==> src/sv/sidta_pkg.sv <==
package sidta_pkg;

  // Input width and the BCD image that holds every 32-bit magnitude.
  localparam int unsigned BinW      = 32;
  localparam int unsigned NumDigits = 10;
  localparam int unsigned BcdW      = 4 * NumDigits;
  localparam int unsigned BitCntW   = $clog2(BinW);
  localparam int unsigned DigCntW   = $clog2(NumDigits + 1);

  localparam logic [7:0] AsciiZero  = 8'h30;
  localparam logic [7:0] AsciiMinus = 8'h2D;

endpackage

==> src/sv/sidta_dabble.sv <==
module sidta_dabble
  import sidta_pkg::*;
(
  input  logic            clk_i,
  input  logic            rst_ni,
  input  logic            load_i,
  input  logic [BinW-1:0] mag_i,
  output logic            done_o,
  output logic [BcdW-1:0] bcd_o
);

  logic [BinW-1:0]    bin_q, bin_d;
  logic [BcdW-1:0]    bcd_q, bcd_d;
  logic [BcdW-1:0]    bcd_adj;
  logic [BitCntW-1:0] cnt_q, cnt_d;
  logic               run_q, run_d;
  logic               done_q, done_d;

  // Add three to every digit of five or more before the next shift.
  always_comb begin
    for (int i = 0; i < NumDigits; i++) begin
      if (bcd_q[4*i +: 4] >= 4'd5) begin
        bcd_adj[4*i +: 4] = bcd_q[4*i +: 4] + 4'd3;
      end else begin
        bcd_adj[4*i +: 4] = bcd_q[4*i +: 4];
      end
    end
  end

  always_comb begin
    bin_d  = bin_q;
    bcd_d  = bcd_q;
    cnt_d  = cnt_q;
    run_d  = run_q;
    done_d = 1'b0;
    if (load_i) begin
      bin_d = mag_i;
      bcd_d = '0;
      cnt_d = '0;
      run_d = 1'b1;
    end else if (run_q) begin
      bcd_d = {bcd_adj[BcdW-2:0], bin_q[BinW-1]};
      bin_d = {bin_q[BinW-2:0], 1'b0};
      cnt_d = cnt_q + 1'b1;
      if (cnt_q == BitCntW'(BinW - 1)) begin
        run_d  = 1'b0;
        done_d = 1'b1;
      end
    end
  end

  always_ff @(posedge clk_i or negedge rst_ni) begin
    if (!rst_ni) begin
      run_q  <= 1'b0;
      done_q <= 1'b0;
      cnt_q  <= '0;
    end else begin
      run_q  <= run_d;
      done_q <= done_d;
      cnt_q  <= cnt_d;
    end
  end

  always_ff @(posedge clk_i) begin
    bin_q <= bin_d;
    bcd_q <= bcd_d;
  end

  assign done_o = done_q;
  assign bcd_o  = bcd_q;

endmodule

==> src/sv/signed_int_to_decimal_ascii_core.sv <==
// Flow: bit-serial BCD conversion (one input bit per cycle), then dropping leading zeros,
// then one character per cycle, sign first if negative.
// A new number is accepted only once the sequencer is back in idle after its last character.
// Reset: asynchronous, active low; clears the sequencer and the strobe.
// The receiver cannot stall: each character shows for exactly one cycle.
module signed_int_to_decimal_ascii_core
  import sidta_pkg::*;
(
  input  logic                   clk_i,
  input  logic                   rst_ni,
  input  logic                   start,
  output logic                   busy,
  input  logic signed [BinW-1:0] value_i,
  output logic                   strobe_o,
  output logic [7:0]             char_code_o,
  output logic                   last_o
);

  typedef enum logic [2:0] {
    StIdle,
    StConv,
    StSkip,
    StSign,
    StEmit
  } state_e;

  state_e              state_q;
  logic                neg_q;
  logic [BcdW-1:0]     dig_q;
  logic [DigCntW-1:0]  ndig_q;
  logic                strobe_q;
  logic [7:0]          char_q;
  logic                last_q;

  logic                accept;
  logic [BinW-1:0]     value_u;
  logic [BinW-1:0]     mag;
  logic                conv_done;
  logic [BcdW-1:0]     conv_bcd;
  logic [3:0]          top_digit;

  // A transaction enters only while the sequencer is idle.
  assign accept  = start && (state_q == StIdle);
  assign value_u = value_i;

  // Take the unsigned magnitude; the most negative value maps onto 2^31.
  assign mag = value_u[BinW-1] ? (BinW'(0) - value_u) : value_u;

  assign top_digit = dig_q[BcdW-1 -: 4];

  sidta_dabble u_dabble (
    .clk_i  (clk_i),
    .rst_ni (rst_ni),
    .load_i (accept),
    .mag_i  (mag),
    .done_o (conv_done),
    .bcd_o  (conv_bcd)
  );

  // Sequencer: convert, drop leading zeros, emit the sign if negative, then emit digits from the top.
  always_ff @(posedge clk_i or negedge rst_ni) begin
    if (!rst_ni) begin
      state_q  <= StIdle;
      strobe_q <= 1'b0;
      neg_q    <= 1'b0;
      ndig_q   <= '0;
      dig_q    <= '0;
      char_q   <= '0;
      last_q   <= 1'b0;
    end else begin
      strobe_q <= 1'b0;
      unique case (state_q)
        StIdle: begin
          if (start) begin
            neg_q   <= value_u[BinW-1];
            state_q <= StConv;
          end
        end
        StConv: begin
          // Capture the finished BCD image with all digits still present.
          if (conv_done) begin
            dig_q   <= conv_bcd;
            ndig_q  <= DigCntW'(NumDigits);
            state_q <= StSkip;
          end
        end
        StSkip: begin
          // Drop zero digits at the top but always keep the last one.
          if (top_digit == 4'd0 && ndig_q != DigCntW'(1)) begin
            dig_q  <= {dig_q[BcdW-5:0], 4'b0000};
            ndig_q <= ndig_q - 1'b1;
          end else if (neg_q) begin
            state_q <= StSign;
          end else begin
            state_q <= StEmit;
          end
        end
        StSign: begin
          strobe_q <= 1'b1;
          char_q   <= AsciiMinus;
          last_q   <= 1'b0;
          state_q  <= StEmit;
        end
        StEmit: begin
          strobe_q <= 1'b1;
          char_q   <= AsciiZero + {4'b0000, top_digit};
          last_q   <= (ndig_q == DigCntW'(1));
          dig_q    <= {dig_q[BcdW-5:0], 4'b0000};
          ndig_q   <= ndig_q - 1'b1;
          if (ndig_q == DigCntW'(1)) begin
            state_q <= StIdle;
          end
        end
        default: begin
          state_q <= StIdle;
        end
      endcase
    end
  end

  assign busy        = (state_q != StIdle);
  assign strobe_o    = strobe_q;
  assign char_code_o = char_q;
  assign last_o      = last_q;

endmodule

==> config.mk <==
export PLATFORM = sky130hd
export DESIGN_NAME = signed_int_to_decimal_ascii_core
export DESIGN_NICKNAME = d
export VERILOG_FILES = /design/src/sv/sidta_pkg.sv /design/src/sv/sidta_dabble.sv /design/src/sv/signed_int_to_decimal_ascii_core.sv
export SDC_FILE = /design/constraint.sdc
export NUM_CORES = 1
export LEC_CHECK = 0
export BUFFER_PORTS_ARGS = -buffer_cell sky130_fd_sc_hd__buf_2
export CAP_MARGIN = 20
export CELL_PAD_IN_SITES_DETAIL_PLACEMENT = 1
export CELL_PAD_IN_SITES_GLOBAL_PLACEMENT = 1
export CORE_UTILIZATION = 51
export CTS_CLUSTER_DIAMETER = 200
export DETAILED_ROUTE_END_ITERATION = 10
export PLACE_DENSITY_LB_ADDON = 0.1
export SLEW_MARGIN = 0
export SYNTH_ARGS = -nofsm -noshare
export SYNTH_HDL_FRONTEND = slang
export SYNTH_SLANG_ARGS = --single-unit
export TNS_END_PERCENT = 100
==> constraint.sdc <==
create_clock -name clk_i -period 6.05 [get_ports clk_i]
set_clock_uncertainty 0.05 [all_clocks]
set_input_delay 0.605 -clock clk_i [delete_from_list [all_inputs] [get_ports clk_i]]
set_output_delay 0.605 -clock clk_i [all_outputs]
set_load 0.005 [all_outputs]
Yosys cells after proc, flatten, opt, wreduce, memory -nomap -nowiden
Index checks and enable logic that the tools add are counted.
Word-level totals
  memories kept: 0
  ROM bits: 0
  RAM bits: 0
  bits in registers: 137
  bits in latches: 0
  input port bits: 35
Operators by class
  divide/modulo/power cells: 0
  shift operators: 0
  add/subtract/negate cells: 14
  bitwise gates (word level): 0
  eq/ne operators: 12
  multipliers: 0
  mux-type cells: 36
  reductions and logical operators: 12
  magnitude comparators: 10
Operators with widths (number)
  $pmux 40 s3: 1
  $mux 32: 3
  $mux 40: 2
  $mux 4: 11
  $ge 4x3->1 const B: 10
  $add 4x2->4 const B: 9
  $sub 1x32->32 const A: 1
  $mux 3: 6
  $pmux 8 s2: 1
  $pmux 3 s5: 1
  $pmux 4 s3: 1
  $mux 5: 2
  $ne 2x2->1 const B: 4
  $add 6x4->7 const A: 1
  $mux 1: 7
  $eq 3x2->1 const B: 2
  $reduce_bool 3->1: 2
  $add 5x1->5 const B: 1
  $eq 5x5->1 const B: 1
  $eq 4x1->1 const B: 1
  $logic_not 4->1: 1
  $ne 4x1->1 const B: 1
  $reduce_and 4->1: 1
  $reduce_bool 2->1: 2
  11 further kinds: 12

Longest topological paths before layout
  depth after elaboration: 4
  gate-level depth with buffers: 9
  depth with buffers taken out: 7

Modules after synthesis
Synthesis repeated with hierarchy kept, for this count alone.
Second synthesis, totals
  cells, all modules: 720
  area total of the unflattened synthesis: 7576.0 um^2
By module, submodules not included
  sidta_dabble: instances 1, sequential area each 1936.9 um^2, area each 4108.9 um^2, cells an instance 402
  signed_int_to_decimal_ascii_core: instances 1, sequential area each 1401.3 um^2, area each 3467.1 um^2, cells an instance 318

Worst setup path after synthesis
No wires, ideal clock.
  kind: register -> register
  start: register state_q[1]
  end: register u_dabble.bin_q[0] (enable)
  library setup time: 0.389 ns
  clock period less this slack: 2.401 ns
  stages on the path, launching flop included: 7
  slack: 3.649 ns
  data required time: 5.611 ns
  data arrival time: 1.962 ns
  cell sequence: dfrtp_1 -> buf_2 -> nor3_1 -> nand2_1 -> clkbuf_1 -> clkbuf_1 -> nand2_1
On the way
  cells in the longest elaborated chain, start to end: 3
Ends and longest elaborated chain
  from (decl): line signed_int_to_decimal_ascii_core.sv:27  | state_e state_q;
  from (signal assigned): line signed_int_to_decimal_ascii_core.sv:63  | state_q <= StIdle;
  from (signal assigned): line signed_int_to_decimal_ascii_core.sv:76  | state_q <= StConv;
  from (signal assigned): line signed_int_to_decimal_ascii_core.sv:84  | state_q <= StSkip;
  $logic_not 3->1: line signed_int_to_decimal_ascii_core.sv:43  | assign accept = start && (state_q == StIdle);
  $logic_and 1x1->1: line signed_int_to_decimal_ascii_core.sv:43
  $reduce_bool 2->1 (no line)
  to (signal assigned): line sidta_dabble.sv:65  | bin_q <= bin_d;
  to (decl): line sidta_dabble.sv:12  | logic [BinW-1:0] bin_q, bin_d;
Every way passes these cells.
A chain may end at the register's enable or synchronous reset.

Worst setup path in the final report
  start: register state_q[1]
  end: register ndig_q[2]
On the way
  cells in the longest elaborated chain, start to end: 3
  elaborated cells between the ends (all ways): 8
  those cells by class: eq/ne: 5; mux: 1; reduce/logical: 2
Ends and longest elaborated chain
  $eq 3x2->1 (tied with other cells): line signed_int_to_decimal_ascii_core.sv:72  | unique case (state_q)
  $ne 2x2->1 (no line) (tied with other cells)
  $reduce_and 3->1 (no line)
  to (signal assigned): line signed_int_to_decimal_ascii_core.sv:83  | ndig_q <= DigCntW'(NumDigits);
  to (signal assigned): line signed_int_to_decimal_ascii_core.sv:91  | ndig_q <= ndig_q - 1'b1;
  to (signal assigned): line signed_int_to_decimal_ascii_core.sv:109  | ndig_q <= ndig_q - 1'b1;
  to (decl): line signed_int_to_decimal_ascii_core.sv:30  | logic [DigCntW-1:0] ndig_q;
Several ways; a longest one is shown, not always the timed one.

==> flow_summary_export.csv <==
group,metric,value,unit
critical_path,r2r-start,"state_q[1]$_DFFE_PN0P_",
run,cap_violations,0,
critical_path,path_cells,"nand2b_1 > o31ai_4 > nand2_2 > o211ai_1 > o31ai_1",
synth,synthArstFlopShare,0.467,
timing,slew_violations,0,
place,io_buffer_count,43,
pwr,finalPower,4.30,mW
critical_path,cp_num_cells,5,
synth,ys.flop_type,"dfrtp_1",
critical_path,crit_fanout,45,
clock_network,cts_tree,"built",
clock_network,htree_levels,4,
critical_path,worstSetupEndpoint,"ndig_q[2]$_DFFE_PN0P_",
die,core,13200,sq um
synth,synth.top_cell.area_share,0.227,
clock_network,cts_root_buf,"clkbuf_16",
grt,grt_pass1_vias,5973,
routing,vias_per_cell,5.82,
timing,timing_hold_violations_final,0,
status,status,"completed",
synth,syn-mean-instance-area,9.48,sq um
routing,dr.pass1.iters,4,
routing,vias,5532,
synth,yosysTopAreaCell,"dfrtp_1",
grt,grt_max_degree,68,
clock_network,max-clock-path-buffers,2,
cells_and_area,n_antenna_cell,0,
critical_path,cp_top_family,"compound AO/OA/AOI/OAI gates",
die,fp.dieW,119,um
critical_path,slowest_delay,550,ps
critical_path,crit_required,6280,ps
critical_path,crit_path_end_kind,"flip-flop",
cells_and_area,n_fill_cell,1512,
timing,slew_headroom,0.334,
die,die_h,119,um
synth,synthTopCellsByArea,"dfrtp_1 (23%), edfxtp_1 (14%), dfxtp_1 (12%), mux2i_1 (4.9%), nand2_1 (4.9%)",
clock_network,cts.sink_count,135,
grt,grt_overflow,0,
timing,grt_setup_unrepaired,"false",
synth,ys_types,49,
cells_and_area,nets,821,
timing,fin_crit_sh,0.417,
die,boundaryPins,46,
clock_network,clock_latency,440,ps
clock_network,postCtsHoldBufs,0,
synth,syn_inst,732,
synth,synth_area,6940,sq um
critical_path,worstRegToRegCells,5,
critical_path,critPathBufInv,0,
critical_path,worst_setup_path_start_kind,"flip-flop",
cells_and_area,register_area,3340,sq um
critical_path,path_class,"reg2reg",
cells_and_area,syn_to_final_growth,13.7,%
die,core.rowCount,42,
pwr,p_leak,3.48,nW
timing,period_needed,2530,ps
place,routabilityCongestion,0.847,
synth,ys_seq_elements,135,
cells_and_area,multi_input_area,3320,sq um
critical_path,critPathArrivalTime,2750,ps
routing,final_antenna_net_count,0,
place,hpwl,10800,um
clock_network,cts_made_buffers,17,
routing,detail_route.wl_per_cell,18.1,um
timing,setup_viol,0,
pwr,peakVddDrop,0.000253,V
cells_and_area,drive_above_1_share,0.138,
timing,setup-tns-final,0,ps
critical_path,cp_slowest_cell,"dfrtp_1",
timing,clock.fmax,396,MHz
pwr,power.density,544,nW/um^2
die,initial_utilization,0.524,
min_path,hold_class,"in2async",
synth,seq_area_frac_synth,0.481,
synth,synth_edf_count,32,
routing,drtIter0Drc,270,
critical_path,timing.rr.end,"ndig_q[2]$_DFFE_PN0P_",
synth,yosysWarnings,0,
critical_path,r2r_setup_slack,3520,ps
grt,grt.total_usage,0.261,
timing,worst_pin_slew,999,ps
routing,route.detailed.drc,0,
die,die-area,14100,sq um
clock_network,clk_pin_slew_worst_paths,60,ps
critical_path,crit_path_start,"state_q[1]$_DFFE_PN0P_",
grt,antenna_found_initial,0,
grt,grt_pass1_wl,29100,um
clock_network,cts_resized,0,
clock_network,post_cts_buffers,0,
routing,wl,17200,um
## final cells by class
type                       instances  area share
sequential                       135       0.423
multi-input combinational        527       0.420
clock buffer                      24      0.0664
timing repair buffer              50      0.0365
tap                              176      0.0279
inverter                          30      0.0143
clock inverter                     8      0.0114
## cell families after synthesis
| group | synth area share |
|---|---|
| xor+xnor | 0.0542 |
| simple gates | 0.160 |
| compound gates | 0.167 |
| flops | 0.481 |
| buf+inv | 0.0436 |
| mux | 0.0490 |
| other cells | 0.000540 |
| fa+ha+maj | 0.0451 |
## worst min path at each step
stage	cells past startpoint	endpoint	slack, ps	startpoint
2_1_floorplan	0	char_code_o[0]$_DFFE_PN0P_	260	rst_ni
3_3_place_gp	1	char_code_o[5]$_DFFE_PN0P_	400	char_code_o[5]$_DFFE_PN0P_
3_5_place_dp	1	char_code_o[5]$_DFFE_PN0P_	410	char_code_o[5]$_DFFE_PN0P_
4_1_cts	2	last_o$_DFFE_PN0P_	320	rst_ni
5_1_grt	2	strobe_o$_DFF_PN0_	380	rst_ni
6_report	2	strobe_o$_DFF_PN0_	300	rst_ni
## registers in the layout, summed over array words and instances (netlist names)
register,cells
state_q,3
u_dabble.bcd_o,40
u_dabble.cnt_q,5
u_dabble.run_q,1
neg_q,1
char_code_o,6
u_dabble.bin_q,32
ndig_q,4
u_dabble.done_o,1
strobe_o,1
last_o,1
dig_q,40
## power breakdown
part	internal [mW]	switching, mW	leakage [nW]	total [mW]
clock	0.684	0.392	0.310	1.08
sequential	1.41	0.323	1.44	1.74
combinational	0.642	0.841	1.74	1.48
total	2.74	1.56	3.48	4.30
## cells in the final DEF (no fill, tap or decap), types with 8 or more instances in the layout
cell / n
a211oi_1: 9
a21oi_1: 37
buf_2: 43
clkbuf_16: 19
dfrtp_1: 62
dfxtp_1: 40
edfxtp_1: 32
ha_1: 25
inv_1: 29
mux2i_1: 34
nand2_1: 89
nand2b_1: 14
nand3_1: 18
nor2_1: 79
nor3_1: 10
nor3b_1: 10
o21ai_0: 66
o221a_2: 16
o22ai_1: 18
o31ai_1: 12
o41ai_1: 8
xnor2_1: 13
xor2_1: 30
## metrics by stage
stage / instances / setup slack (ps) / hold slack, ps / cell area (sq um) / util
floorplan: 733 / 3650 / 259 / 6950 / -
global placement: 917 / 3350 / 397 / 7250 / 0.547
detailed placement: 917 / 3200 / 411 / 7250 / 0.547
CTS: 949 / 3290 / 324 / 7860 / 0.594
global route: 950 / 3320 / 385 / 7890 / 0.596
finish: 950 / 3520 / 300 / 7890 / 0.596
## cells in the mapped netlist, types with 3 or more instances
cell type and n:
ha_1 25, buf_2 4, nor2_1 79, nand2b_1 14, nor3_1 10, nand3_1 18, a21o_1 3, xor2_1 30
inv_1 29, nor4_1 4, dfrtp_1 63, o41ai_1 8, o211ai_1 3, o22ai_1 18, buf_4 4, a21oi_1 37
nand2_1 90, xnor2_1 13, o31ai_1 12, mux2i_1 34, dfxtp_1 40, a211oi_1 9, edfxtp_1 32, nor3b_1 10
nor2b_1 4, o221a_2 16, o21ai_0 66, a22oi_1 3, clkbuf_1 28
## per-layer routing
| layer | wire [um] | GRT usage | share of wire |
|---|---|---|---|
| met5 | 0 | 0 | 0 |
| met4 | 291 | 0.0783 | 0.017 |
| met3 | 554 | 0.0661 | 0.032 |
| met2 | 8920 | 0.465 | 0.52 |
| met1 | 7390 | 0.308 | 0.43 |
(Power assumes the default switching activity.)
